[config.mk]
export PLATFORM = sky130hd
export DESIGN_NAME = rtpm_front
export DESIGN_NICKNAME = d
export VERILOG_FILES = /design/src/rtl/rtpm_pkg.sv /design/src/rtl/rtpm_fifo.sv /design/src/rtl/rtpm_front.sv
export SDC_FILE = /design/constraint.sdc
export NUM_CORES = 1
export LEC_CHECK = 0
export ABC_CLOCK_PERIOD_IN_PS = 1900
export BUFFER_PORTS_ARGS = -buffer_cell sky130_fd_sc_hd__buf_2
export CAP_MARGIN = 10
export CORE_MARGIN = 3
export CORE_UTILIZATION = 51
export CTS_CLUSTER_DIAMETER = 100
export DETAILED_ROUTE_END_ITERATION = 7
export PLACE_DENSITY = 0.84
export SLEW_MARGIN = 20
export SYNTH_ARGS = -nofsm -noshare
export SYNTH_HDL_FRONTEND = slang
export SYNTH_SLANG_ARGS = --single-unit
[constraint.sdc]
create_clock -name clk -period 1.9 [get_ports clk]
set_input_delay 0.095 -clock clk [delete_from_list [all_inputs] [get_ports clk]]
set_output_delay 0.095 -clock clk [all_outputs]
set_load 0.1 [all_outputs]
[src/rtl/rtpm_pkg.sv]
// ----------------------------------------------------------------------------
// rtpm_pkg - route table path matcher shared definitions
// Types, codes and defaults used by the matcher front, back and top level.
// ----------------------------------------------------------------------------
package rtpm_pkg;

  localparam int MAX_ROUTES_DEF    = 32;
  localparam int PATTERN_BYTES_DEF = 96;
  localparam int CMD_DEPTH         = 4;
  localparam int RES_DEPTH         = 2;

  localparam logic [7:0] CH_COLON = 8'h3A;
  localparam logic [7:0] CH_SLASH = 8'h2F;
  localparam logic [7:0] CH_NUL   = 8'h00;

  localparam logic [1:0] ST_OK   = 2'd0;
  localparam logic [1:0] ST_FULL = 2'd1;
  localparam logic [1:0] ST_MISS = 2'd2;

  typedef enum logic [1:0] {
    OP_PAT_BYTE,
    OP_PAT_END,
    OP_PATH_BYTE,
    OP_PATH_END
  } op_t;

  typedef enum logic [3:0] {
    S_IDLE,
    S_SKIP_RD,
    S_SKIP_WR,
    S_M_RD,
    S_M_PAT,
    S_M_CMP,
    S_M_CMP2,
    S_E_RD,
    S_E_PAT,
    S_E_CHK,
    S_RESULT
  } state_t;

  typedef struct packed {
    op_t         op;
    logic [1:0]  method;
    logic [7:0]  ch;
    logic [15:0] handler;
    logic        auth;
  } cmd_t;

  typedef struct packed {
    logic [1:0]  status;
    logic [15:0] handler;
    logic        auth;
    logic [5:0]  count;
  } res_t;

endpackage

[src/rtl/rtpm_fifo.sv]
// ----------------------------------------------------------------------------
// rtpm_fifo - small register queue
// Flip-flop FIFO used for the command queue and the result queue.
// ----------------------------------------------------------------------------
module rtpm_fifo #(
  parameter int W     = 8,
  parameter int DEPTH = 2
) (
  input  logic         clk,
  input  logic         rst_n,
  input  logic         push_i,
  input  logic [W-1:0] wdata_i,
  output logic         full_o,
  input  logic         pop_i,
  output logic [W-1:0] rdata_o,
  output logic         empty_o
);

  localparam int PTW = (DEPTH > 1) ? $clog2(DEPTH) : 1;
  localparam int CTW = $clog2(DEPTH + 1);

  logic [W-1:0]   mem_r [DEPTH];
  logic [PTW-1:0] wp_r, rp_r;
  logic [CTW-1:0] cnt_r;
  logic           do_push, do_pop;

  assign full_o  = (cnt_r == CTW'(DEPTH));
  assign empty_o = (cnt_r == '0);
  assign do_push = push_i && !full_o;
  assign do_pop  = pop_i && !empty_o;
  assign rdata_o = mem_r[rp_r];

  always_ff @(posedge clk) begin
    if (do_push) begin
      mem_r[wp_r] <= wdata_i;
    end
  end

  always_ff @(posedge clk) begin
    if (!rst_n) begin
      wp_r  <= '0;
      rp_r  <= '0;
      cnt_r <= '0;
    end else begin
      if (do_push) begin
        wp_r <= (wp_r == PTW'(DEPTH - 1)) ? '0 : wp_r + PTW'(1);
      end
      if (do_pop) begin
        rp_r <= (rp_r == PTW'(DEPTH - 1)) ? '0 : rp_r + PTW'(1);
      end
      unique case ({do_push, do_pop})
        2'b10:   cnt_r <= cnt_r + CTW'(1);
        2'b01:   cnt_r <= cnt_r - CTW'(1);
        default: cnt_r <= cnt_r;
      endcase
    end
  end

endmodule

[src/rtl/rtpm_front.sv]
// ----------------------------------------------------------------------------
// rtpm_front - input classifier and command queue
// Sorts each item into pattern byte, pattern end, path byte or path end.
// ----------------------------------------------------------------------------
module rtpm_front (
  input  logic              clk,
  input  logic              rst_n,
  input  logic              push,
  output logic              full,
  input  logic              in_kind,
  input  logic [1:0]        in_method,
  input  logic [7:0]        in_char_byte,
  input  logic [15:0]       in_handler_id,
  input  logic              in_auth_flag,
  output rtpm_pkg::cmd_t    cmd_o,
  output logic              cmd_empty_o,
  input  logic              cmd_pop_i
);

  rtpm_pkg::cmd_t cmd_in;
  logic           is_end;

  assign is_end = (in_char_byte == rtpm_pkg::CH_NUL);

  always_comb begin
    cmd_in.method  = in_method;
    cmd_in.ch      = in_char_byte;
    cmd_in.handler = in_handler_id;
    cmd_in.auth    = in_auth_flag;
    unique case ({in_kind, is_end})
      2'b00:   cmd_in.op = rtpm_pkg::OP_PAT_BYTE;
      2'b01:   cmd_in.op = rtpm_pkg::OP_PAT_END;
      2'b10:   cmd_in.op = rtpm_pkg::OP_PATH_BYTE;
      default: cmd_in.op = rtpm_pkg::OP_PATH_END;
    endcase
  end

  rtpm_fifo #(
    .W     ($bits(rtpm_pkg::cmd_t)),
    .DEPTH (rtpm_pkg::CMD_DEPTH)
  ) u_cmd_q (
    .clk     (clk),
    .rst_n   (rst_n),
    .push_i  (push),
    .wdata_i (cmd_in),
    .full_o  (full),
    .pop_i   (cmd_pop_i),
    .rdata_o (cmd_o),
    .empty_o (cmd_empty_o)
  );

endmodule

==> run metrics, run 1 <==
DRC=0; io pins=63; M1 WL=around 3600 µm; synth top area cells=edfxtp_1 74%, mux4_2 13%, dfxtp_1 3.8%; Port Buffers=between 60 and 70; remaining antenna violation count=0; H-tree depth=4; Power Density=approximately 1700 nW/µm²; Top cell by count, worst path=buf_12; Max Slew Vio Count=0; length of routed met3 wiring=between 300 and 400 µm; root buffer cell=clkbuf_8; vias=about 2.4k; Least-Margin Pin Slew=a little under 0.5 ns; Synth top area share=between 70% and 80%; CP Class=reg2out; Final Wtd Congestion=around 0.74; Final WS setup=-0.05797 ns; CP peak stage delay=0.56 ns; Max Cap Viol=0; EDFF count, synth=116; GRT Overall Usage=about a fifth; vias per cell=around 5.4; vias in the first global route=about 2.7k; chip width=roughly 100 µm; Routed WL=slightly above 9000 µm; global-route wire length before repair=approximately 14000 µm; startpoint types=flip-flop; Finished Layout Cells=450; Yosys Warn Count=0; HPWL after DPL=5229 µm; unrepaired setup endpoints after global routing=true; Nets=~370; num rows=34; Mapped Area=around 4700 µm²; DR top layer=met4; run status=finished, violations left; dpl cells=roughly 390; clock skew=0.009167 ns; ant diodes=0; largest net degree at the start of global routing=30; DR WL met2=5072 µm; CTS tree=done; Reg clk slew, reported paths=approximately 0.060 ns; Worst VDD drop=about 0.0010 V; Hold Path Class=in2reg; GR Overflow Total=0; first-pass iteration count of the detailed router=4; period utilization=103.1%; Die Y=102.1 µm; top_reg_cell synth=edfxtp_1; CTS Buf Count=17; Synth Instances=211; Required @ worst endpoint=between 1.5 and 2 ns; leakage power=around 0.0023 µW; routed length per instance=20.50 µm; crit path capture type=primary output; worst-path fanout max=11; DP Worst Slack=-0.001993 ns; clock sink count=about 130; failing checks=negative setup slack; Peak Freq=roughly 500 MHz; final setup fails=28; Initial Util=around 53%; area of the die=roughly 10000 µm²; Slew headroom=around two thirds; CP cell instances=buf_12, mux4_2, buf_12; Worst Path Buf+Inv=2; maximum buffer depth of the clock tree=2; largest area contributor in the netlist=edfxtp_1; Avg Cell Area, Syn=between 20 and 25 µm²; Initial DRC Count=around 120; WP data arrival=between 1.5 and 2 ns; synthesis-stage register bit count=between 100 and 150; CORE AREA=approximately 8800 µm²; slowest CP cell=mux4_2; cell family with most CP delay=multiplexers; register area share after synthesis=77.79%; final hold violations=0; Synth async-reset ratio=0%; Clk Latency, worst-skew pair=0.51 ns; register-to-register setup slack=0 ns; minimum clock period=around 2.0 ns; share of cells above drive strength 1=a little under half; Mapped Nets=between 200 and 300; Netlist cell types=27; Area growth syn-to-layout=40.14%; initial antenna violation count=0
## cells by family after synthesis
| kind of cell | Yosys count | share of synthesized area [%] |
|---|---|---|
| compound gates | 6 | 0.7440 |
| xor+xnor | 2 | 0.3720 |
| flops | 125 | 77.79 |
| fa+ha+maj | 7 | 2.019 |
| buf+inv | 16 | 1.939 |
| mux | 31 | 14.37 |
| simple gates | 24 | 2.763 |
## area by class of cell
type                            count  area (µm²)
Fill cell                         491        2248
Inverter                            7       26.28
Clock buffer                       17       414.1
Sequential cell                   125        3676
Multi-Input combinational cell     70       992.2
Tap cell                          108       135.1
Clock inverter                     15       137.6
Timing Repair Buffer              108        1219
## power breakdown
group	switching, µW	internal, µW
Combinational	3080	1870
Sequential	146	3350
Clock	1210	1750
## flip-flops by register name, summed over array words and instances (netlist names), named ones only
name / cells
u_cmd_q.mem_r: 116
u_cmd_q.wp_r: 2
u_cmd_q.rp_r: 2
u_cmd_q.cnt_r: 3
## what timing repair did
item                       in CTS  in global routing
hold endpoints to repair      121                  0
pin swaps                       3                  1
cloned                          0                  1
hold buffers                   29                  0
setup endpoints to repair      30                 30
setup buffers                   2                  1
resized for setup               3                  2
## final timing paths
path | depth (start not counted) | to | startpoint
max | 3 | cmd_o[17] | flip-flop
min | 4 | flip-flop | cmd_pop_i
max reg2reg | 9 | u_cmd_q.cnt_r[2] | u_cmd_q.cnt_r[0]
min reg2reg | 2 | u_cmd_q.wp_r[1] | u_cmd_q.wp_r[1]
## worst min-delay path: cells and delay by family
| kind | cells | cell delay, ns |
|---|---|---|
| AO/OA/AOI/OAI | 2 | 0.18 |
| buffers and inverters | 2 | 0.22 |
## cell usage after synthesis, drive strengths merged (2+ instances only)
cell type  number
nand3           2
mux4           29
and2            6
mux2i           2
edfxtp        116
clkbuf          3
buf             6
nor2            3
or4             2
nand2           7
dfxtp           9
o21ai           4
inv             7
ha              6
## layer usage
layer,up-vias,GRT usage [%]
met5,-,0
met2,81,32.93
met3,19,5.529
li1,1098,-
met4,0,8.274
met1,1248,22.67
## per-stage QoR
stage | utilization (%) | hold slack [ns] | setup TNS (ns) | power (µW) | area, µm²
3_3_place_gp | 64.35 | 0.3067 | 0 | 8272 | 5694
4_1_cts | 74.12 | 0.04931 | -1.690 | 11430 | 6559
3_5_place_dp | 64.35 | 0.3141 | -0.001993 | 8352 | 5694
2_1_floorplan | - | 0.1939 | -33.19 | 6683 | 4745
6_report | 74.59 | 0.05076 | -0.8658 | 11400 | 6600
5_1_grt | 74.59 | 0.05455 | -2.910 | 11790 | 6600
## placed cells by master (no fill, tap or decap), drive strengths merged
cell	netlist	layout
mux2i	2	2
and2	6	6
nor2b	1	1
dlygate4sd3	0	29
fa	1	1
o21ai	4	4
nor3	1	1
xnor2	1	1
nor2	3	3
mux4	29	29
o31ai	1	1
clkinvlp	0	4
inv	7	12
ha	6	6
or3	1	1
dfxtp	9	9
buf	6	78
or4	2	2
clkbuf	3	18
edfxtp	116	116
bufinv	0	1
a21boi	1	1
nand2	7	7
nor3b	1	1
clkinv	0	5
nand3	2	2
xor2	1	1
(Power assumes the default switching activity.)
==> run 2: changes to the inputs <==
--- a/config.mk
+++ b/config.mk
@@ -5,11 +5,12 @@
 export SDC_FILE = /design/constraint.sdc
 export NUM_CORES = 1
 export LEC_CHECK = 0
+export ABC_AREA = 1
 export ABC_CLOCK_PERIOD_IN_PS = 1900
 export BUFFER_PORTS_ARGS = -buffer_cell sky130_fd_sc_hd__buf_2
 export CAP_MARGIN = 10
 export CORE_MARGIN = 3
-export CORE_UTILIZATION = 51
+export CORE_UTILIZATION = 52
 export CTS_CLUSTER_DIAMETER = 100
 export DETAILED_ROUTE_END_ITERATION = 7
 export PLACE_DENSITY = 0.84
==> run 2 against run 1 <==
Effect of this change: combinational power rose by 22%; clock-buffer cell count did not move; sequential power fell by 1%; synthesized cell count increased by 70%; first-iteration DRC count increased by 56%; the run now ends clean; core utilization down 2.0 points; non-clock buffer count down 1; cell count is 35% higher.
==> run metrics, run 2 <==
global-route wire length before repair=16600 µm (+17%); Required @ worst endpoint=1.80 ns (about the same); Hold Path Class=in2reg; Total Neg Setup Slack=0 ns (+0.8658 ns); vias=3214 (+31%); Clk Latency, worst-skew pair=0.51 ns (about the same); Die Y=105.4 µm (+3.3%); minimum clock period=1.892 ns (-0.06554 ns); synth top area cells=edfxtp_1 68%, o21ai_0 5.6%, o22ai_2 4.9%; Initial Util=54.59% (+1.4 points); startpoint types=flip-flop; first-pass iteration count of the detailed router=4 (unchanged); initial antenna violation count=0 (unchanged); final setup fails=0 (-100%); Final Power=12400 µW (+8.8%); Power Density=1814 nW/µm² (+5.0%); Max Cap Viol=0 (unchanged); leakage power=0.002470 µW (+5.6%); Slew headroom=68.00% (+0.41 points); Avg Cell Area, Syn=14.32 µm² (-36%); Max Slew Vio Count=0 (unchanged); io pins=63 (unchanged); Routed WL=10660 µm (+16%); Netlist cell types=25 (-7.4%); Mapped Nets=398 (+59%); run status=completed; WP data arrival=1.80 ns (-0.06 ns); Hold Path Depth=4 (unchanged); Port Buffers=62 (unchanged); vias in the first global route=3388 (+26%); clock skew=0.006678 ns (-0.002488 ns); maximum buffer depth of the clock tree=2 (unchanged); crit path capture type=primary output; period utilization=99.60% (-3.4 points); worst-case reg-to-reg path depth=13 (+4); register area share after synthesis=71.28% (-6.5 points); Reg clk slew, reported paths=0.06 ns (about the same); synthesis-stage register bit count=125 (unchanged); largest net degree at the start of global routing=37 (+23%); vias per cell=5.286 (-2.7%); remaining antenna violation count=0 (unchanged); largest area contributor in the netlist=edfxtp_1; Worst VDD drop=0.001623 V (+61%); Yosys Warn Count=0 (unchanged); clock sink count=125 (unchanged); CTS Buf Count=17 (unchanged); Peak Freq=528.4 MHz (+3.5%); area of the die=11110 µm² (+6.6%); num rows=35 (+2.9%); Synth top area share=67.77% (-6.2 points); routed length per instance=17.53 µm (-14%); Synth async-reset ratio=0% (unchanged); EDFF count, synth=116 (unchanged); synth cell count leaders=116 x edfxtp_1, 58 x o21ai_0, 48 x nor2_1, 20 x nor2_4, 20 x o22ai_2; most instantiated library cell after synthesis=edfxtp_1; Least-Margin Pin Slew=0.4834 ns (-0.006216 ns); GR Overflow Total=0 (unchanged); Nets=505 (+37%); DRC=0 (unchanged); H-tree depth=4 (unchanged); Synth Instances=359 (+70%); Largest register FFs=116 (unchanged); Final Wtd Congestion=0.6755 (-9.0%); chip width=105.4 µm (+3.3%); hold_sp=push; share of cells above drive strength 1=37.16% (-7.9 points); root buffer cell=clkbuf_8; worst-path fanout max=36 (+25); HPWL after DPL=6052 µm (+16%); Initial DRC Count=179 (+56%); most common cell after layout, fill and taps aside=edfxtp_1; top flop regs=u_cmd_q.mem_r: 116 flops, u_cmd_q.cnt_r: 3 flops; Core Util, Final=72.62% (-2.0 points); CTS tree=done; R2R Path Start=u_cmd_q.cnt_r[2]; unrepaired setup endpoints after global routing=true; CORE AREA=9415 µm² (+6.4%); Area growth syn-to-layout=33.03%; Hold Path End=u_cmd_q.cnt_r[0]; ant diodes=0 (unchanged); final hold violations=0 (unchanged); register-to-register setup slack=0.13 ns (+0.13 ns); Mapped Area=5140 µm² (+9.1%); top_reg_cell synth=edfxtp_1; most frequent cells in the layout=116 x edfxtp_1, 44 x nor2_1, 38 x o21ai_0; Worst R2R End=u_cmd_q.cnt_r[2]; GRT Overall Usage=19.75% (+0.58 points); Largest Register=u_cmd_q.mem_r; CP Class=reg2out; Hold Worst Slack=0.03133 ns (-0.01943 ns)
## run 2: cell count changes in the layout (fill, tap and decap cells not counted), moves of 22 or more
cell,change
buf_12,-25
mux4_2,-28
o21ai_0,+34
buf_6,+29
nor2_1,+41
o21ai_1,+22
o22ai_2,+29
nor2_4,+24
## run 2: cells by family (layout without fill, tap and decap cells)
logic type | Yosys count | after routing | share of synthesized area [%]
adder cells (fa/ha/maj) | 7 | 7 | 1.850
flip-flops | 125 | 125 | 71.28
AND/OR/NAND/NOR | 97 | 97 | 10.71
buffers and inverters | 37 | 157 | 3.968
AO/OA/AOI/OAI | 93 | 93 | 12.20
## run 2: metrics by stage
step	instances	setup slack (ns)	instance area [µm²]
2_1_floorplan	359	-0.3305	5202
3_3_place_gp	544	0.2110	5743
3_5_place_dp	544	0.08246	5743
4_1_cts	606	-0.01686	6718
5_1_grt	608	-0.04898	6838
6_report	608	0.007570	6838
## run 2: worst max path at each step
stage	from	endpoint	cells after the start
6_report	flip-flop	cmd_o[17]	5
3_3_place_gp	u_cmd_q.cnt_r[2]	u_cmd_q.cnt_r[2]	13
3_5_place_dp	u_cmd_q.cnt_r[2]	u_cmd_q.cnt_r[2]	13
4_1_cts	flip-flop	cmd_o[22]	4
5_1_grt	flip-flop	cmd_o[22]	5
2_1_floorplan	u_cmd_q.wp_r[0]	u_cmd_q.mem_r[2][0]	4
## run 2: final cells by class
class                   instances  area, µm²
clock inverters                15      138.9
fillers                       583       2577
flip-flops and latches        125       3665
clock buffers                  17      414.1
repair buffers                107       1022
multi-input cells             197       1364
well taps                     129      161.4
inverters                      18      72.57
## run 2: critical path, stage by stage (launching register included)
cell and delay [ns]:
dfxtp_2 0.36, clkinv_2 0.08, buf_12 0.26, o21ai_0 0.15, o22ai_2 0.14, buf_6 0.25
## run 2: report_power, final
part	switching, µW	internal, µW	leakage [µW]
clock network	1190	1750	0.000258
logic	4420	1610	0.00107
registers	115	3320	0.00114
## run 2: layer usage
| metal | up-vias | track usage, % | share of wire (%) |
|---|---|---|---|
| li1 | 1525 | - | - |
| met1 | 1588 | 22.99 | 42 |
| met2 | 88 | 34.93 | 52 |
| met3 | 13 | 5.205 | 5.0 |
| met4 | 0 | 7.404 | 1.0 |
| met5 | - | 0 | 0 |
## run 2: what timing repair did
item,CTS,global route
setup buffers,0,2
pin swaps,0,0
resized for setup,42,48
endpoints found under the setup margin,29,30
hold buffers,30,0
hold endpoints to repair,121,0
==> run 3: changes to the inputs <==
--- a/config.mk
+++ b/config.mk
@@ -6,15 +6,16 @@
 export NUM_CORES = 1
 export LEC_CHECK = 0
 export ABC_AREA = 1
-export ABC_CLOCK_PERIOD_IN_PS = 1900
+export ABC_CLOCK_PERIOD_IN_PS = 2100
 export BUFFER_PORTS_ARGS = -buffer_cell sky130_fd_sc_hd__buf_2
 export CAP_MARGIN = 10
 export CORE_MARGIN = 3
-export CORE_UTILIZATION = 52
+export CORE_UTILIZATION = 57
 export CTS_CLUSTER_DIAMETER = 100
 export DETAILED_ROUTE_END_ITERATION = 7
-export PLACE_DENSITY = 0.84
+export PLACE_DENSITY = 0.87
 export SLEW_MARGIN = 20
 export SYNTH_ARGS = -nofsm -noshare
 export SYNTH_HDL_FRONTEND = slang
 export SYNTH_SLANG_ARGS = --single-unit
+export TNS_END_PERCENT = 100
==> constraint.sdc (replaced) <==
create_clock -name clk -period 2.1 [get_ports clk]
set_input_delay 0.105 -clock clk [delete_from_list [all_inputs] [get_ports clk]]
set_output_delay 0.105 -clock clk [all_outputs]
set_load 0.1 [all_outputs]
==> run 3 against run 2 <==
Effect of this change: first-iteration DRC count rose by 32%; clock-buffer cell count did not move; critical path type unchanged; non-clock buffer count fell by 2; critical path depth did not move; hold slack improved by 0.0058 ns; register-to-register slack improved by 0.13 ns; combinational power fell by 17%; sequential share of layout area rose by 1.2 points; clock power barely moved; sequential power fell by 9.6%.
==> run metrics, run 3 (synthesis results as in run 2) <==
Slew headroom=67.50% (-0.50 points); Nets=503 (-0.40%); Least-Margin Pin Slew=0.4909 ns (+0.007501 ns); Area growth syn-to-layout=30.14%; slowest CP cell=dfxtp_2; final hold violations=0 (unchanged); area of the die=10190 µm² (-8.3%); cell family with most CP delay=buffers and inverters; Hold Path Class=in2reg; largest net degree at the start of global routing=41 (+11%); share of cells above drive strength 1=36.27% (-0.89 points); CP cell instances=clkinv_4, buf_12, o21ai_0, o22ai_2, buf_4; Final WS setup=0.07902 ns (+0.07145 ns); hold_sp=push; num rows=34 (-2.9%); startpoint types=flip-flop; io pins=63 (unchanged); clock sink count=125 (unchanged); chip width=101.0 µm (-4.2%); Max Cap Viol=0 (unchanged); minimum clock period=just over 2 ns; HPWL after DPL=6006 µm (-0.77%); dpl cells=523 (-3.9%); grt met3 use=6.644% (+1.4 points); Max Slew Vio Count=0 (unchanged); period utilization=between 90% and 100%; clock skew=0.007939 ns (+0.001261 ns); CP peak stage delay=0.38 ns (+0.02 ns); grt met2 use=40.51% (+5.6 points); CORE AREA=8721 µm² (-7.4%); final setup fails=0 (unchanged); Final Wtd Congestion=0.7310 (+8.2%); worst-case reg-to-reg path depth=13 (unchanged); Port Buffers=62 (unchanged); most common cell after layout, fill and taps aside=edfxtp_1; global-route wire length before repair=16700 µm (+0.62%); Peak Freq=about 500 MHz; Die Y=101.0 µm (-4.2%); unrepaired setup endpoints after global routing=false; Initial Util=58.94% (+4.3 points); vias in the first global route=3462 (+2.2%); Hold Path End=u_cmd_q.cnt_r[0]; grt peak-use layer=met2; CTS Buf Count=17 (unchanged); Routed WL=10600 µm (-0.56%); DP Worst Slack=0.2451 ns (+0.1627 ns); Required @ worst endpoint=2.00 ns (+0.20 ns); most frequent cells in the layout=116 x edfxtp_1, 55 x o21ai_0, 44 x nor2_1; remaining antenna violation count=0 (unchanged); Worst R2R End=u_cmd_q.cnt_r[2]; leakage power=0.002439 µW (-1.2%); root buffer cell=clkbuf_8; Power Density=1653 nW/µm² (-8.8%); Reg clk slew, reported paths=0.06 ns (about the same); GR Layer Usage met1=24.67% (+1.7 points); Worst Path Buf+Inv=3 (unchanged); crit path capture type=primary output; DRC=0 (unchanged); R2R Path Start=u_cmd_q.cnt_r[1]; Total Neg Setup Slack=0 ns (unchanged); Largest Register=u_cmd_q.mem_r; Largest register FFs=116 (unchanged); # Post-CTS Setup Buffers=0 (unchanged); Finished Layout Cells=585 (-3.8%); H-tree depth=4 (unchanged); GR Overflow Total=0 (unchanged); top flop regs=u_cmd_q.mem_r: 116 flops, u_cmd_q.cnt_r: 3 flops; CP Class=reg2out; vias=3229 (+0.47%); ant diodes=0 (unchanged); vias per cell=5.520 (+4.4%); Initial DRC Count=237 (+32%); CTS tree=done; maximum buffer depth of the clock tree=2 (unchanged); first-pass iteration count of the detailed router=4 (unchanged); WP data arrival=1.92 ns (+0.12 ns); GRT Overall Usage=22.40% (+2.6 points); Hold Path Depth=4 (unchanged); Worst VDD drop=0.001047 V (-35%); worst-path fanout max=26 (-28%); register-to-register setup slack=0.26 ns (+0.13 ns); initial antenna violation count=0 (unchanged); Clk Latency, worst-skew pair=0.51 ns (about the same); run status=completed; routed length per instance=18.12 µm (+3.3%)
==> run 3: metrics by stage <==
stage                     power, µW  hold WS (ns)  util (%)  area [µm²]
after global placement         7770        0.3162     65.38        5702
after detailed placement       7875        0.3209     65.38        5702
after global routing          11470       0.07268     76.70        6689
after CTS                     11060       0.01629     76.50        6671
final                         11060       0.03708     76.70        6689
after floorplan                7115        0.2039         -        5200
==> run 3: worst max path at each step <==
stage / from / to / slack [ns] / cells after the start
floorplan: u_cmd_q.wp_r[0] / u_cmd_q.mem_r[2][0] / -0.13 / 4
global placement: u_cmd_q.cnt_r[2] / u_cmd_q.cnt_r[2] / 0.35 / 13
detailed placement: u_cmd_q.cnt_r[1] / u_cmd_q.cnt_r[2] / 0.25 / 12
CTS: flip-flop / cmd_o[19] / 0.002 / 4
global route: flip-flop / cmd_o[15] / 0.0002 / 5
finish: flip-flop / cmd_o[15] / 0.08 / 5
==> run 3: final cells by class <==
class / count / area [µm²]
Timing Repair Buffer: 105 / 839.6
Tap cell: 108 / 135.1
Clock buffer: 17 / 414.1
Inverter: 18 / 78.83
Clock inverter: 15 / 195.2
Sequential cell: 125 / 3665
Multi-Input combinational cell: 197 / 1361
Fill cell: 518 / 2032
==> run 3: what timing repair did <==
item                                   4_1_cts  5_1_grt
setup endpoints to repair                   29       10
endpoints found under the hold margin      121        0
pin swaps                                    0        0
hold buffers                                30        0
resized for setup                           23       11
cloned                                       0        0
==> run 3: power breakdown <==
part	total [µW]	switching, µW	internal (µW)
clock	2970	1050	1920
combinational	4980	3900	1090
sequential	3110	101	3000
==> run 3: routing by layer <==
metal	share of wire, %	vias up	wire length, µm
met2	55	123	5810
met3	5.7	14	603
li1	-	1520	-
met4	1.6	0	165
met1	38	1572	4018
met5	0	-	0
==> run 3: worst min-delay path, delay by kind of cell <==
family          cells  cell delay [ns]
simple gates        1             0.06
fa+ha+maj           1             0.17
compound gates      1             0.06
buf+inv             1             0.10
