==> config.mk <==
export PLATFORM = sky130hd
export DESIGN_NAME = rtpm_fifo
export DESIGN_NICKNAME = d
export VERILOG_FILES = /design/src/rtl/rtpm_fifo.sv
export SDC_FILE = /design/constraint.sdc
export NUM_CORES = 1
export LEC_CHECK = 0
export CORE_UTILIZATION = 52
export DETAILED_ROUTE_END_ITERATION = 8
export DONT_BUFFER_PORTS = 1
export HOLD_SLACK_MARGIN = 0.03
export PLACE_DENSITY_LB_ADDON = 0.25
export SYNTH_ARGS = -nofsm -noshare
export SYNTH_HDL_FRONTEND = slang
export SYNTH_SLANG_ARGS = --single-unit
==> constraint.sdc <==
create_clock -name clk -period 1.41 [get_ports clk]
set_input_delay 0.0705 -clock clk [delete_from_list [all_inputs] [get_ports clk]]
set_output_delay 0.0705 -clock clk [all_outputs]
set_load 0.005 [all_outputs]
==> src/rtl/rtpm_fifo.sv <==
// ----------------------------------------------------------------------------
// rtpm_fifo - small register queue
// Flip-flop FIFO used for the command queue and the result queue.
// ----------------------------------------------------------------------------
module rtpm_fifo #(
  parameter int W     = 8,
  parameter int DEPTH = 2
) (
  input  logic         clk,
  input  logic         rst_n,
  input  logic         push_i,
  input  logic [W-1:0] wdata_i,
  output logic         full_o,
  input  logic         pop_i,
  output logic [W-1:0] rdata_o,
  output logic         empty_o
);

  localparam int PTW = (DEPTH > 1) ? $clog2(DEPTH) : 1;
  localparam int CTW = $clog2(DEPTH + 1);

  logic [W-1:0]   mem_r [DEPTH];
  logic [PTW-1:0] wp_r, rp_r;
  logic [CTW-1:0] cnt_r;
  logic           do_push, do_pop;

  assign full_o  = (cnt_r == CTW'(DEPTH));
  assign empty_o = (cnt_r == '0);
  assign do_push = push_i && !full_o;
  assign do_pop  = pop_i && !empty_o;
  assign rdata_o = mem_r[rp_r];

  always_ff @(posedge clk) begin
    if (do_push) begin
      mem_r[wp_r] <= wdata_i;
    end
  end

  always_ff @(posedge clk) begin
    if (!rst_n) begin
      wp_r  <= '0;
      rp_r  <= '0;
      cnt_r <= '0;
    end else begin
      if (do_push) begin
        wp_r <= (wp_r == PTW'(DEPTH - 1)) ? '0 : wp_r + PTW'(1);
      end
      if (do_pop) begin
        rp_r <= (rp_r == PTW'(DEPTH - 1)) ? '0 : rp_r + PTW'(1);
      end
      unique case ({do_push, do_pop})
        2'b10:   cnt_r <= cnt_r + CTW'(1);
        2'b01:   cnt_r <= cnt_r - CTW'(1);
        default: cnt_r <= cnt_r;
      endcase
    end
  end

endmodule

==> metrics.log, run 1 <==
[metrics] initial antenna violation count: 0
[metrics] number of detailed-route iterations in the first pass: 4
[metrics] insertion delay of the later-clocked pin in the worst-skew pair: 0.29 ns
[metrics] final weighted congestion in routability-driven placement: approximately 0.78
[metrics] Worst-path clk slew: 0.11 ns
[metrics] mux cell area share after synthesis: roughly 11%
[metrics] setup repair after global routing missed its margin: yes
[metrics] starting density of the core: ~59%
[metrics] worst-case clock buffer depth: 2
[metrics] via count: roughly 470
[metrics] filler instances: just under 80
[metrics] crit path capture type: flip-flop
[metrics] crit-path max cell delay: about 0.38 ns
[metrics] sequential area share after synthesis: 71.6%
[metrics] number of core rows: 13
[metrics] post-DP HPWL: about 1.1 mm
[metrics] post-route clock skew: ~0.0021 ns
[metrics] Sinks on Clock Net: 21
[metrics] P per Cell Area: 1770 mW/mm2
[metrics] area of the die: 0.00172 mm2
[metrics] Synth Area per Inst: 15.9 um2
[metrics] share of synthesized cell area in full adder, half adder and majority cells: 1.54%
[metrics] required time reported for the critical path endpoint: around 1.6 ns
[metrics] post-layout power: 1.83 mW
[metrics] number of buffer and inverter instances along the worst setup path: 0
[metrics] largest net degree at the start of global routing: 12
[metrics] IO Count: 22
[metrics] standard cell with the maximum stage delay on the critical path: sky130_fd_sc_hd__dfxtp_4
[metrics] Crit path arrival time: about 1.7 ns
[metrics] cell taking the most area after synthesis: sky130_fd_sc_hd__edfxtp_1
[metrics] share of final-layout standard cells stronger than drive strength 1: between 30 and 40%
[metrics] Via-to-Cell Ratio: between 5 and 6
[metrics] diodes inserted: 0
[metrics] run status: finished, violations left
[metrics] category of the most critical setup path: reg -> reg
[metrics] number of cells in the design after placement: 69
[metrics] CTS Root Buffer Type: sky130_fd_sc_hd__clkbuf_4
[metrics] top cells by area in the synthesized netlist: sky130_fd_sc_hd__edfxtp_1, sky130_fd_sc_hd__dfxtp_1, sky130_fd_sc_hd__mux2_2
[metrics] antenna-violating nets left: 0
[metrics] area of the core: between 0.001 and 0.0015 mm2
[metrics] die outline height: just over 40 um
[metrics] 1st-iter DRT viols: 20
[metrics] final critical-path required period: about 1.4 ns
[metrics] flops & latches, synth: 21
[metrics] die width: approximately 41 um
[metrics] maximum VDD drop: approximately 1.2 mV
[metrics] cell count after synthesis: ~50
[metrics] dominant combinational cell family by area after synthesis: multiplexers
[metrics] final WL: ~1.6 mm
[metrics] CTS tree: yes
[metrics] worst-case setup margin in the final layout: -0.0242 ns
[metrics] Max-cap violations: 0
[metrics] via count of the first global-routing pass: between 500 and 600
[metrics] final hold violation count: 0
[metrics] global-route congestion overflow total: 0
[metrics] Final nets: 84
[metrics] CP top delay family: flip-flops
[metrics] start of the worst register-to-register path: cnt_r[1]$_SDFFE_PN0P_
[metrics] first-pass GRT wire length: between 2 and 3 mm
[metrics] worst slack at placement: -0.0987 ns
[metrics] launching element type of the critical path: flip-flop
[metrics] parity-gate share of the synthesized area counting xor and xnor cells: around 3.2%
[metrics] GRT Total Usage: about a fifth
[metrics] syn nets: 64
[metrics] series of cell instances along the critical path: o21a_1, ha_4, xnor2_1, or3_1, a21boi_1
[metrics] htree depth: 1
[metrics] post-synth cell types: 18
[metrics] worst slew margin relative to its limit: 74.2%
[metrics] mapped cell area: just over 800 um2
[metrics] YS warnings: 0
[metrics] final critical-path share of the clock period: 102%
[metrics] Num CTS Buffers: 3
[metrics] beginning of the critical path: cnt_r[1]$_SDFFE_PN0P_
[metrics] measured slew at the worst slew-check pin: between 0.3 and 0.4 ns
[metrics] detailed-route wire length per cell: ~19 um
[metrics] reported leakage power: 0.377 nW
[metrics] multi-input combinational cell area: roughly 240 um2
[metrics] area growth from synthesis to layout: 27.6%
[metrics] startpoint of the most critical hold path: push_i
[metrics] crit path max fanout: 3
[metrics] Min-Delay Path Class: in -> reg
[metrics] share of the synthesized area in the top cell type: between 50% and 60%
[metrics] Max Slew Vio Count: 0
[metrics] highest achievable clock rate: 697 MHz
[metrics] Residual DRC: 0
[metrics] synthesized-area fraction occupied by ao, oa, aoi and oai cells: under 10%
[metrics] post-route insts no fill: 85
[metrics] final setup violation count: 1
[metrics] simple-gate area share of the yosys netlist: 6.64%
[metrics] count of port buffers added during placement: 0
[metrics] violations in the final reports: setup timing
[metrics] Storage cell area: 586 um2
## sequential cells by signal, summed over array words and instances, names as in the netlist, named ones only
signal / count
mem_r: 16
cnt_r: 2
rp_r: 1
wp_r: 1
## worst register-to-register path, delay by kind of cell, from the launching register on
| family | cells | cell delay, ns |
|---|---|---|
| xor+xnor | 1 | 0.13 |
| fa+ha+maj | 1 | 0.18 |
| flops | 1 | 0.38 |
| simple gates | 1 | 0.31 |
| compound gates | 2 | 0.37 |
## what timing repair did
item / 4_1_cts / 5_1_grt
gates cloned: 0 / 0
pin swaps: 4 / 0
resized for setup: 6 / 4
setup buffers: 3 / 0
endpoints found under the setup margin: 6 / 9
endpoints found under the hold margin: 21 / 0
hold buffers: 9 / 0
## kinds of logic after synthesis
| group | after synthesis |
|---|---|
| mux | 8 |
| simple gates | 9 |
| compound gates | 5 |
| buf+inv | 4 |
| fa+ha+maj | 1 |
| xor+xnor | 3 |
| flops | 21 |
## cells in the final DEF, fill, tap and decap left out, types with 2 or more instances in the layout
master,instances
sky130_fd_sc_hd__clkbuf_4,3
sky130_fd_sc_hd__mux2_2,8
sky130_fd_sc_hd__dfxtp_1,3
sky130_fd_sc_hd__xnor2_1,3
sky130_fd_sc_hd__buf_4,5
sky130_fd_sc_hd__edfxtp_1,16
sky130_fd_sc_hd__buf_6,2
sky130_fd_sc_hd__o21ai_0,2
sky130_fd_sc_hd__nor2b_1,2
sky130_fd_sc_hd__a21boi_1,2
sky130_fd_sc_hd__dlygate4sd3_1,9
## metrics by stage
stage | utilization, % | TNS [ns] | hold WS, ns | instance area (um2)
floorplan | - | 0 | 0.169 | 812
global placement | 62.0 | 0 | 0.169 | 857
detailed placement | 62.0 | -0.151 | 0.169 | 857
CTS | 73.8 | -0.0126 | 0.0861 | 1020
global route | 74.8 | -0.148 | 0.0876 | 1030
finish | 74.8 | -0.0242 | 0.0835 | 1030
## path summary, 6_finish.rpt
path	end	slack [ns]	cells after the start
setup / recovery	cnt_r[1]$_SDFFE_PN0P_	-0.02	5
hold / removal	wp_r$_SDFFE_PN0N_	0.08	3
setup reg to reg	cnt_r[1]$_SDFFE_PN0P_	-0.02	5
hold reg to reg	wp_r$_SDFFE_PN0N_	0.54	2
## metal layers
metal	up-vias	track usage [%]	wire length (um)
met2	17	38.1	941
met3	2	4.35	79
li1	221	-	-
met5	-	0	0
met1	227	21.8	580
met4	0	8.39	29
## area by class of cell
class,instances,area share (%)
Clock buffer,4,2.54
Inverter,3,1.33
Multi-Input combinational cell,26,23.2
Sequential cell,21,56.6
Tap cell,15,1.81
Timing Repair Buffer,16,14.5
## cell usage after synthesis
library cell and instances:
sky130_fd_sc_hd__and2_1 1, sky130_fd_sc_hd__a21boi_1 2, sky130_fd_sc_hd__mux2_2 8, sky130_fd_sc_hd__nand2_1 1, sky130_fd_sc_hd__xnor2_1 3, sky130_fd_sc_hd__clkbuf_1 1
sky130_fd_sc_hd__o21ai_0 2, sky130_fd_sc_hd__or3_1 2, sky130_fd_sc_hd__nor2_1 1, sky130_fd_sc_hd__nor2b_1 2, sky130_fd_sc_hd__inv_1 2, sky130_fd_sc_hd__ha_1 1
sky130_fd_sc_hd__edfxtp_1 16, sky130_fd_sc_hd__o21a_1 1, sky130_fd_sc_hd__nand2b_2 1, sky130_fd_sc_hd__and3_1 1, sky130_fd_sc_hd__dfxtp_1 5, sky130_fd_sc_hd__inv_2 1
## where the power goes
group | total (mW) | switching [mW] | internal [mW] | leakage [nW]
sequential | 0.899 | 0.0921 | 0.807 | 0.192
combinational | 0.655 | 0.291 | 0.364 | 0.170
clock | 0.274 | 0.164 | 0.110 | 0.0150
Note: power is estimated with default switching activity, not from simulation.
==> inputs of run 2 (changes only) <==
--- a/config.mk
+++ b/config.mk
@@ -5,7 +5,7 @@
 export SDC_FILE = /design/constraint.sdc
 export NUM_CORES = 1
 export LEC_CHECK = 0
-export CORE_UTILIZATION = 52
+export CORE_UTILIZATION = 58
 export DETAILED_ROUTE_END_ITERATION = 8
 export DONT_BUFFER_PORTS = 1
 export HOLD_SLACK_MARGIN = 0.03
==> constraint.sdc (replaced) <==
create_clock -name clk -period 1.55 [get_ports clk]
set_input_delay 0.0775 -clock clk [delete_from_list [all_inputs] [get_ports clk]]
set_output_delay 0.0775 -clock clk [all_outputs]
set_load 0.005 [all_outputs]
==> run 2 against run 1 <==
  * The flow now finishes without violations
  * Sequential share of layout area increased by 4.5 points
  * Wire length decreased by 23%
  * Combinational power decreased by 35%
  * Power decreased by 19%
  * Non-clock buffer count decreased by 6
  * Hold slack got worse by 0.039 ns
  * Final area decreased by 8.0%
  * Sequential cell count unchanged
  * Die area decreased by 9.8%
  * Clock-buffer cell count decreased by 1
  * Via count decreased by 8.1%
  * Clock skew increased by 0.0016 ns
  * Largest cell class unchanged
  * Largest power group unchanged
==> metrics.log, run 2 (synthesis gave the netlist of run 1 again) <==
[metrics] sum of met2 wire segment lengths after detailed routing: 693 um (-26%)
[metrics] number of flip-flops in the largest register: 16 (unchanged)
[metrics] Max-cap violations: 0 (unchanged)
[metrics] share of final-layout standard cells stronger than drive strength 1: 25.0% (-12 points)
[metrics] P per Cell Area: 1550 mW/mm2 (-12%)
[metrics] via count: 429 (-8.1%)
[metrics] area of the core: 0.00130 mm2 (-5.9%)
[metrics] maximum VDD drop: 0.954 mV (-23%)
[metrics] GRT Total Usage: 19.4% (-0.99 points)
[metrics] area growth from synthesis to layout: 17.4%
[metrics] via count of the first global-routing pass: 436 (-20%)
[metrics] CTS Root Buffer Type: sky130_fd_sc_hd__clkbuf_4
[metrics] highest achievable clock rate: 657 MHz (-5.8%)
[metrics] largest net degree at the start of global routing: 13 (+1)
[metrics] initial antenna violation count: 0 (unchanged)
[metrics] reported leakage power: 0.345 nW (-8.6%)
[metrics] standard cell with the maximum stage delay on the critical path: sky130_fd_sc_hd__dfxtp_2
[metrics] starting density of the core: 62.3% (+3.7 points)
[metrics] endpoint of the worst hold-timing path: wp_r$_SDFFE_PN0N_
[metrics] multi-input combinational cell area: 215 um2 (-10%)
[metrics] series of cell instances along the critical path: o21a_1, ha_1, or3_1, a21boi_1
[metrics] area of the die: 0.00155 mm2 (-9.8%)
[metrics] htree depth: 1 (unchanged)
[metrics] highest metal layer with signal wires: met4
[metrics] worst slack at placement: 0.0806 ns (+0.179 ns)
[metrics] registers with the most flip-flops: mem_r: 16 flops, cnt_r: 2 flops
[metrics] number of core rows: 13 (unchanged)
[metrics] worst-case setup margin in the final layout: 0.0282 ns (+0.0524 ns)
[metrics] met1 wire length: 438 um (-24%)
[metrics] insertion delay of the later-clocked pin in the worst-skew pair: 0.30 ns (about the same)
[metrics] diodes inserted: 0 (unchanged)
[metrics] final setup violation count: 0 (-1)
[metrics] Num CTS Buffers: 3 (unchanged)
[metrics] Final nets: 78 (-7.1%)
[metrics] run status: completed
[metrics] Residual DRC: 0 (unchanged)
[metrics] antenna-violating nets left: 0 (unchanged)
[metrics] 1st-iter DRT viols: 13 (-35%)
[metrics] measured slew at the worst slew-check pin: 0.354 ns (-0.0328 ns)
[metrics] detailed-route wire length per cell: 15.9 um (-17%)
[metrics] register with the highest flop count: mem_r
[metrics] Worst-path clk slew: 0.11 ns (about the same)
[metrics] crit path capture type: flip-flop
[metrics] terminus of the critical flop-to-flop path: cnt_r[1]$_SDFFE_PN0P_
[metrics] Via-to-Cell Ratio: 5.43 (-1.2%)
[metrics] final critical-path required period: 1.52 ns (+0.0876 ns)
[metrics] number of cells in the design after placement: 66 (-4.3%)
[metrics] Sinks on Clock Net: 21 (unchanged)
[metrics] first-pass GRT wire length: 1.79 mm (-29%)
[metrics] buffers inserted by post-CTS timing repair: 0 (-3)
[metrics] startpoint of the most critical hold path: push_i
[metrics] IO Count: 22 (unchanged)
[metrics] CTS tree: yes
[metrics] leading cell type in the layout, fill and taps excluded: sky130_fd_sc_hd__edfxtp_1
[metrics] worst reg-to-reg path cell count: 4 (-1)
[metrics] post-DP HPWL: 897 um (-16%)
[metrics] die width: 39.4 um (-5.1%)
[metrics] worst-case clock buffer depth: 2 (unchanged)
[metrics] count of port buffers added during placement: 0 (unchanged)
[metrics] Reg2Reg Setup Slack: 0.03 ns (+0.05 ns)
[metrics] most used cells in the layout excluding fill and tap cells: sky130_fd_sc_hd__edfxtp_1, sky130_fd_sc_hd__dlygate4sd3_1, sky130_fd_sc_hd__mux2_2
[metrics] Crit path arrival time: 1.75 ns (+0.10 ns)
[metrics] global-route congestion overflow total: 0 (unchanged)
[metrics] final WL: 1.26 mm (-23%)
[metrics] number of detailed-route iterations in the first pass: 4 (unchanged)
[metrics] final hold violation count: 0 (unchanged)
[metrics] Storage cell area: 582 um2 (-0.64%)
[metrics] final weighted congestion in routability-driven placement: 0.645 (-17%)
[metrics] post-route insts no fill: 79 (-7.1%)
[metrics] crit path max fanout: 5 (+2)
[metrics] filler instances: 78 (+1.3%)
[metrics] worst slew margin relative to its limit: 76.4% (+2.2 points)
[metrics] number of buffer and inverter instances along the worst setup path: 0 (unchanged)
[metrics] category of the most critical setup path: reg -> reg
[metrics] required time reported for the critical path endpoint: 1.78 ns (+0.15 ns)
[metrics] worst hold path stage count: 3 (unchanged)
[metrics] CP top delay family: compound AO/OA/AOI/OAI gates
[metrics] start of the worst register-to-register path: cnt_r[1]$_SDFFE_PN0P_
[metrics] post-route clock skew: 0.00368 ns (+0.00158 ns)
[metrics] metal3 WL: 54 um (-32%)
[metrics] crit-path max cell delay: 0.36 ns (-0.02 ns)
[metrics] final critical-path share of the clock period: 98.2% (-3.5 points)
[metrics] Min-Delay Path Class: in -> reg
[metrics] launching element type of the critical path: flip-flop
[metrics] Max Slew Vio Count: 0 (unchanged)
[metrics] die outline height: 39.4 um (-5.1%)
[run 2: what timing repair did]
action                                 CTS  global route
endpoints found under the hold margin   21             0
hold buffers                             9             0
gates resized for setup                  0             1
setup endpoints to repair                0             1
[run 2: final cells by class]
class                      instances  area share (%)
clock buffer                       3            2.37
inverter                           3            1.18
timing repair buffer              10            10.2
sequential                        21            61.1
clock inverter                     1           0.526
multi-input combinational         26            22.6
tap                               15            1.97
[run 2: metrics by stage]
| step | hold WS [ns] | util, % | area, um2 | TNS, ns | total power [mW] |
|---|---|---|---|---|---|
| 6_report | 0.0449 | 73.2 | 952 | 0 | 1.48 |
| 5_1_grt | 0.0473 | 73.2 | 952 | -0.00635 | 1.56 |
| 4_1_cts | 0.0368 | 73.1 | 951 | 0 | 1.47 |
| 3_5_place_dp | 0.176 | 64.0 | 833 | 0 | 1.21 |
| 3_3_place_gp | 0.176 | 64.0 | 833 | 0 | 1.16 |
| 2_1_floorplan | 0.176 | - | 811 | 0 | 1.11 |
[run 2: power breakdown]
group,switching (mW),internal (mW)
sequential,0.0764,0.727
combinational,0.206,0.221
clock,0.153,0.0962
[run 2: worst max-delay path by stage]
stage | from | slack (ns) | depth (start not counted) | endpoint
detailed placement | cnt_r[0]$_SDFFE_PN0P_ | 0.08 | 4 | mem_r[0][4]$_DFFE_PP_
global placement | cnt_r[0]$_SDFFE_PN0P_ | 0.15 | 4 | mem_r[0][3]$_DFFE_PP_
finish | cnt_r[1]$_SDFFE_PN0P_ | 0.03 | 4 | cnt_r[1]$_SDFFE_PN0P_
CTS | cnt_r[0]$_SDFFE_PN0P_ | 0.06 | 4 | mem_r[0][4]$_DFFE_PP_
global route | cnt_r[0]$_SDFFE_PN0P_ | -0.006 | 5 | cnt_r[1]$_SDFFE_PN0P_
floorplan | cnt_r[0]$_SDFFE_PN0P_ | 0.14 | 5 | cnt_r[1]$_SDFFE_PN0P_
[run 2: metal layers]
layer  global-route usage (%)  vias up
met5                        0        -
met4                     17.2        0
met3                     1.70        8
met2                     37.1       18
met1                     17.4      194
li1                         -      209
[run 2: tightest hold or removal path: stages]
cell and delay [ns]:
sky130_fd_sc_hd__inv_1 0.04, sky130_fd_sc_hd__or3_1 0.12, sky130_fd_sc_hd__a21boi_1 0.06
==> inputs of run 3 (changes only) <==
--- a/config.mk
+++ b/config.mk
@@ -5,7 +5,8 @@
 export SDC_FILE = /design/constraint.sdc
 export NUM_CORES = 1
 export LEC_CHECK = 0
-export CORE_UTILIZATION = 58
+export CORE_UTILIZATION = 52
+export CTS_CLUSTER_SIZE = 25
 export DETAILED_ROUTE_END_ITERATION = 8
 export DONT_BUFFER_PORTS = 1
 export HOLD_SLACK_MARGIN = 0.03
==> constraint.sdc (replaced) <==
create_clock -name clk -period 1.4 [get_ports clk]
set_input_delay 0.07 -clock clk [delete_from_list [all_inputs] [get_ports clk]]
set_output_delay 0.07 -clock clk [all_outputs]
set_load 0.005 [all_outputs]
==> run 3 against run 2 <==
  * The flow now finishes with violations (setup timing)
  * Sequential power rose by 11%
  * Largest power group unchanged
  * Critical endpoint unchanged
  * Die area grew 11%
  * Sequential share of layout area fell by 3.9 points
  * Clock power up 10%
  * Final area increased by 7.0%
==> metrics.log, run 3 (synthesis gave the netlist of run 1 again) <==
[metrics] P per Cell Area: 1760 mW/mm2 (+13%)
[metrics] Via-to-Cell Ratio: 5.70 (+5.0%)
[metrics] largest net degree at the start of global routing: 12 (-1)
[metrics] count of port buffers added during placement: 0 (unchanged)
[metrics] CP top delay family: compound AO/OA/AOI/OAI gates
[metrics] Num CTS Buffers: 3 (unchanged)
[metrics] beginning of the critical path: cnt_r[1]$_SDFFE_PN0P_
[metrics] worst-case clock buffer depth: 2 (unchanged)
[metrics] global-route congestion overflow total: 0 (unchanged)
[metrics] Max Slew Vio Count: 0 (unchanged)
[metrics] violations in the final reports: setup timing
[metrics] GRT Total Usage: 19.6% (+0.23 points)
[metrics] share of final-layout standard cells stronger than drive strength 1: 36.2% (+11 points)
[metrics] starting density of the core: 58.6% (-3.7 points)
[metrics] final setup violation count: 1 (+1)
[metrics] Setup TNS: -0.0593 ns (-0.0593 ns)
[metrics] diodes inserted: 0 (unchanged)
[metrics] launching element type of the critical path: flip-flop
[metrics] registers with the most flip-flops: mem_r: 16 flops, cnt_r: 2 flops
[metrics] final WL: 1.51 mm (+20%)
[metrics] start of the worst register-to-register path: cnt_r[1]$_SDFFE_PN0P_
[metrics] Final nets: 83 (+6.4%)
[metrics] htree depth: 1 (unchanged)
[metrics] insertion delay of the later-clocked pin in the worst-skew pair: 0.29 ns (about the same)
[metrics] required time reported for the critical path endpoint: 1.62 ns (-0.16 ns)
[metrics] series of cell instances along the critical path: o21a_1, ha_4, xnor2_1, or3_1, a21boi_1
[metrics] register with the highest flop count: mem_r
[metrics] final critical-path share of the clock period: 104% (+6.1 points)
[metrics] crit path capture type: flip-flop
[metrics] number of detailed-route iterations in the first pass: 4 (unchanged)
[metrics] CTS Root Buffer Type: sky130_fd_sc_hd__clkbuf_4
[metrics] number of core rows: 13 (unchanged)
[metrics] worst-case setup margin in the final layout: -0.0593 ns (-0.0875 ns)
[metrics] Max-cap violations: 0 (unchanged)
[metrics] Sinks on Clock Net: 21 (unchanged)
[metrics] post-DP HPWL: 1.07 mm (+19%)
[metrics] worst slack at placement: -0.0965 ns (-0.177 ns)
[metrics] initial antenna violation count: 0 (unchanged)
[metrics] final weighted congestion in routability-driven placement: 0.787 (+22%)
[metrics] via count: 479 (+12%)
[metrics] post-layout power: 1.79 mW (+21%)
[metrics] 1st-iter DRT viols: 1 (-12)
[metrics] measured slew at the worst slew-check pin: 0.406 ns (+0.0519 ns)
[metrics] area growth from synthesis to layout: 25.6%
[metrics] category of the most critical setup path: reg -> reg
[metrics] number of flip-flops in the largest register: 16 (unchanged)
[metrics] first-pass GRT wire length: 2.50 mm (+39%)
[metrics] run status: finished, violations left
[metrics] worst slew margin relative to its limit: 72.9% (-3.5 points)
[metrics] via count of the first global-routing pass: 539 (+24%)
[metrics] final critical-path required period: 1.46 ns (-0.0625 ns)
[metrics] most used cells in the layout excluding fill and tap cells: sky130_fd_sc_hd__edfxtp_1, sky130_fd_sc_hd__dlygate4sd3_1, sky130_fd_sc_hd__mux2_2
[metrics] Crit path arrival time: 1.68 ns (-0.07 ns)
[metrics] crit path max fanout: 5 (unchanged)
[metrics] post-route clock skew: 0.00294 ns (-0.000735 ns)
[metrics] leading cell type in the layout, fill and taps excluded: sky130_fd_sc_hd__edfxtp_1
[metrics] die width: 41.5 um (+5.3%)
[metrics] die outline height: 41.5 um (+5.3%)
[metrics] reported leakage power: 0.371 nW (+7.4%)
[metrics] area of the core: 0.00138 mm2 (+6.3%)
[metrics] filler instances: 77 (-1.3%)
[metrics] detailed-route wire length per cell: 18.0 um (+13%)
[metrics] Worst-path clk slew: 0.11 ns (about the same)
[metrics] IO Count: 22 (unchanged)
[metrics] standard cell with the maximum stage delay on the critical path: sky130_fd_sc_hd__dfxtp_2
[metrics] number of buffer and inverter instances along the worst setup path: 0 (unchanged)
[metrics] antenna-violating nets left: 0 (unchanged)
[metrics] crit-path max cell delay: 0.37 ns (about the same)
[metrics] Residual DRC: 0 (unchanged)
[metrics] final hold violation count: 0 (unchanged)
[metrics] CTS tree: yes
[metrics] setup repair after global routing missed its margin: yes
[metrics] worst hold margin: 0.0529 ns (+0.00804 ns)
[metrics] startpoint of the most critical hold path: push_i
[metrics] maximum VDD drop: 1.12 mV (+18%)
[metrics] Min-Delay Path Class: in -> reg
[metrics] area of the die: 0.00172 mm2 (+11%)
[metrics] highest achievable clock rate: 685 MHz (+4.3%)
## run 3: cell types whose count changed in the layout (fill, tap and decap cells not counted), sizes merged
cell / change
buf: +5
clkbuf: +1
clkinv: -1
## run 3: report_power, final
part / switching (mW) / internal [mW]
clock network: 0.164 / 0.111
registers: 0.0865 / 0.808
logic: 0.276 / 0.344
total: 0.526 / 1.26
## run 3: what timing repair did
action / in CTS / in global routing
gates cloned: 0 / 0
hold buffers: 9 / 0
endpoints found under the setup margin: 6 / 9
hold endpoints to repair: 21 / 0
gates resized for setup: 4 / 3
pin swaps: 3 / 0
setup buffers: 1 / 0
## run 3: cell type report
class | count | area (um2) | area share (%)
multi-input combinational | 26 | 240 | 23.6
tap | 15 | 18.8 | 1.84
sequential | 21 | 583 | 57.2
inverter | 3 | 11.3 | 1.11
clock buffer | 4 | 26.3 | 2.58
timing repair buffer | 15 | 139 | 13.6
## run 3: layer usage
metal / up-vias / GRT usage (%) / routed length (um)
li1: 220 / - / -
met1: 238 / 19.6 / 538
met2: 19 / 37.5 / 868
met3: 2 / 4.78 / 81
met4: 0 / 8.39 / 21
met5: - / 0 / 0
## run 3: worst paths after layout
check / slack [ns] / endpoint / cells past startpoint
worst max-delay path: -0.06 / cnt_r[1]$_SDFFE_PN0P_ / 5
worst min-delay path: 0.05 / wp_r$_SDFFE_PN0N_ / 3
worst max register to register: -0.06 / cnt_r[1]$_SDFFE_PN0P_ / 5
worst min register to register: 0.51 / wp_r$_SDFFE_PN0N_ / 2
## run 3: through the flow
step                      instance area [um2]  std cells  utilization, %
final                                    1020         84            73.7
after global routing                     1020         84            73.7
after CTS                                1010         84            73.0
after detailed placement                  865         70            62.5
after global placement                    865         70            62.5
after floorplan                           812         51               -
## run 3: worst min-delay path, stage by stage
cell and delay, ns:
sky130_fd_sc_hd__inv_1 0.05, sky130_fd_sc_hd__or3_4 0.13, sky130_fd_sc_hd__a21boi_1 0.05
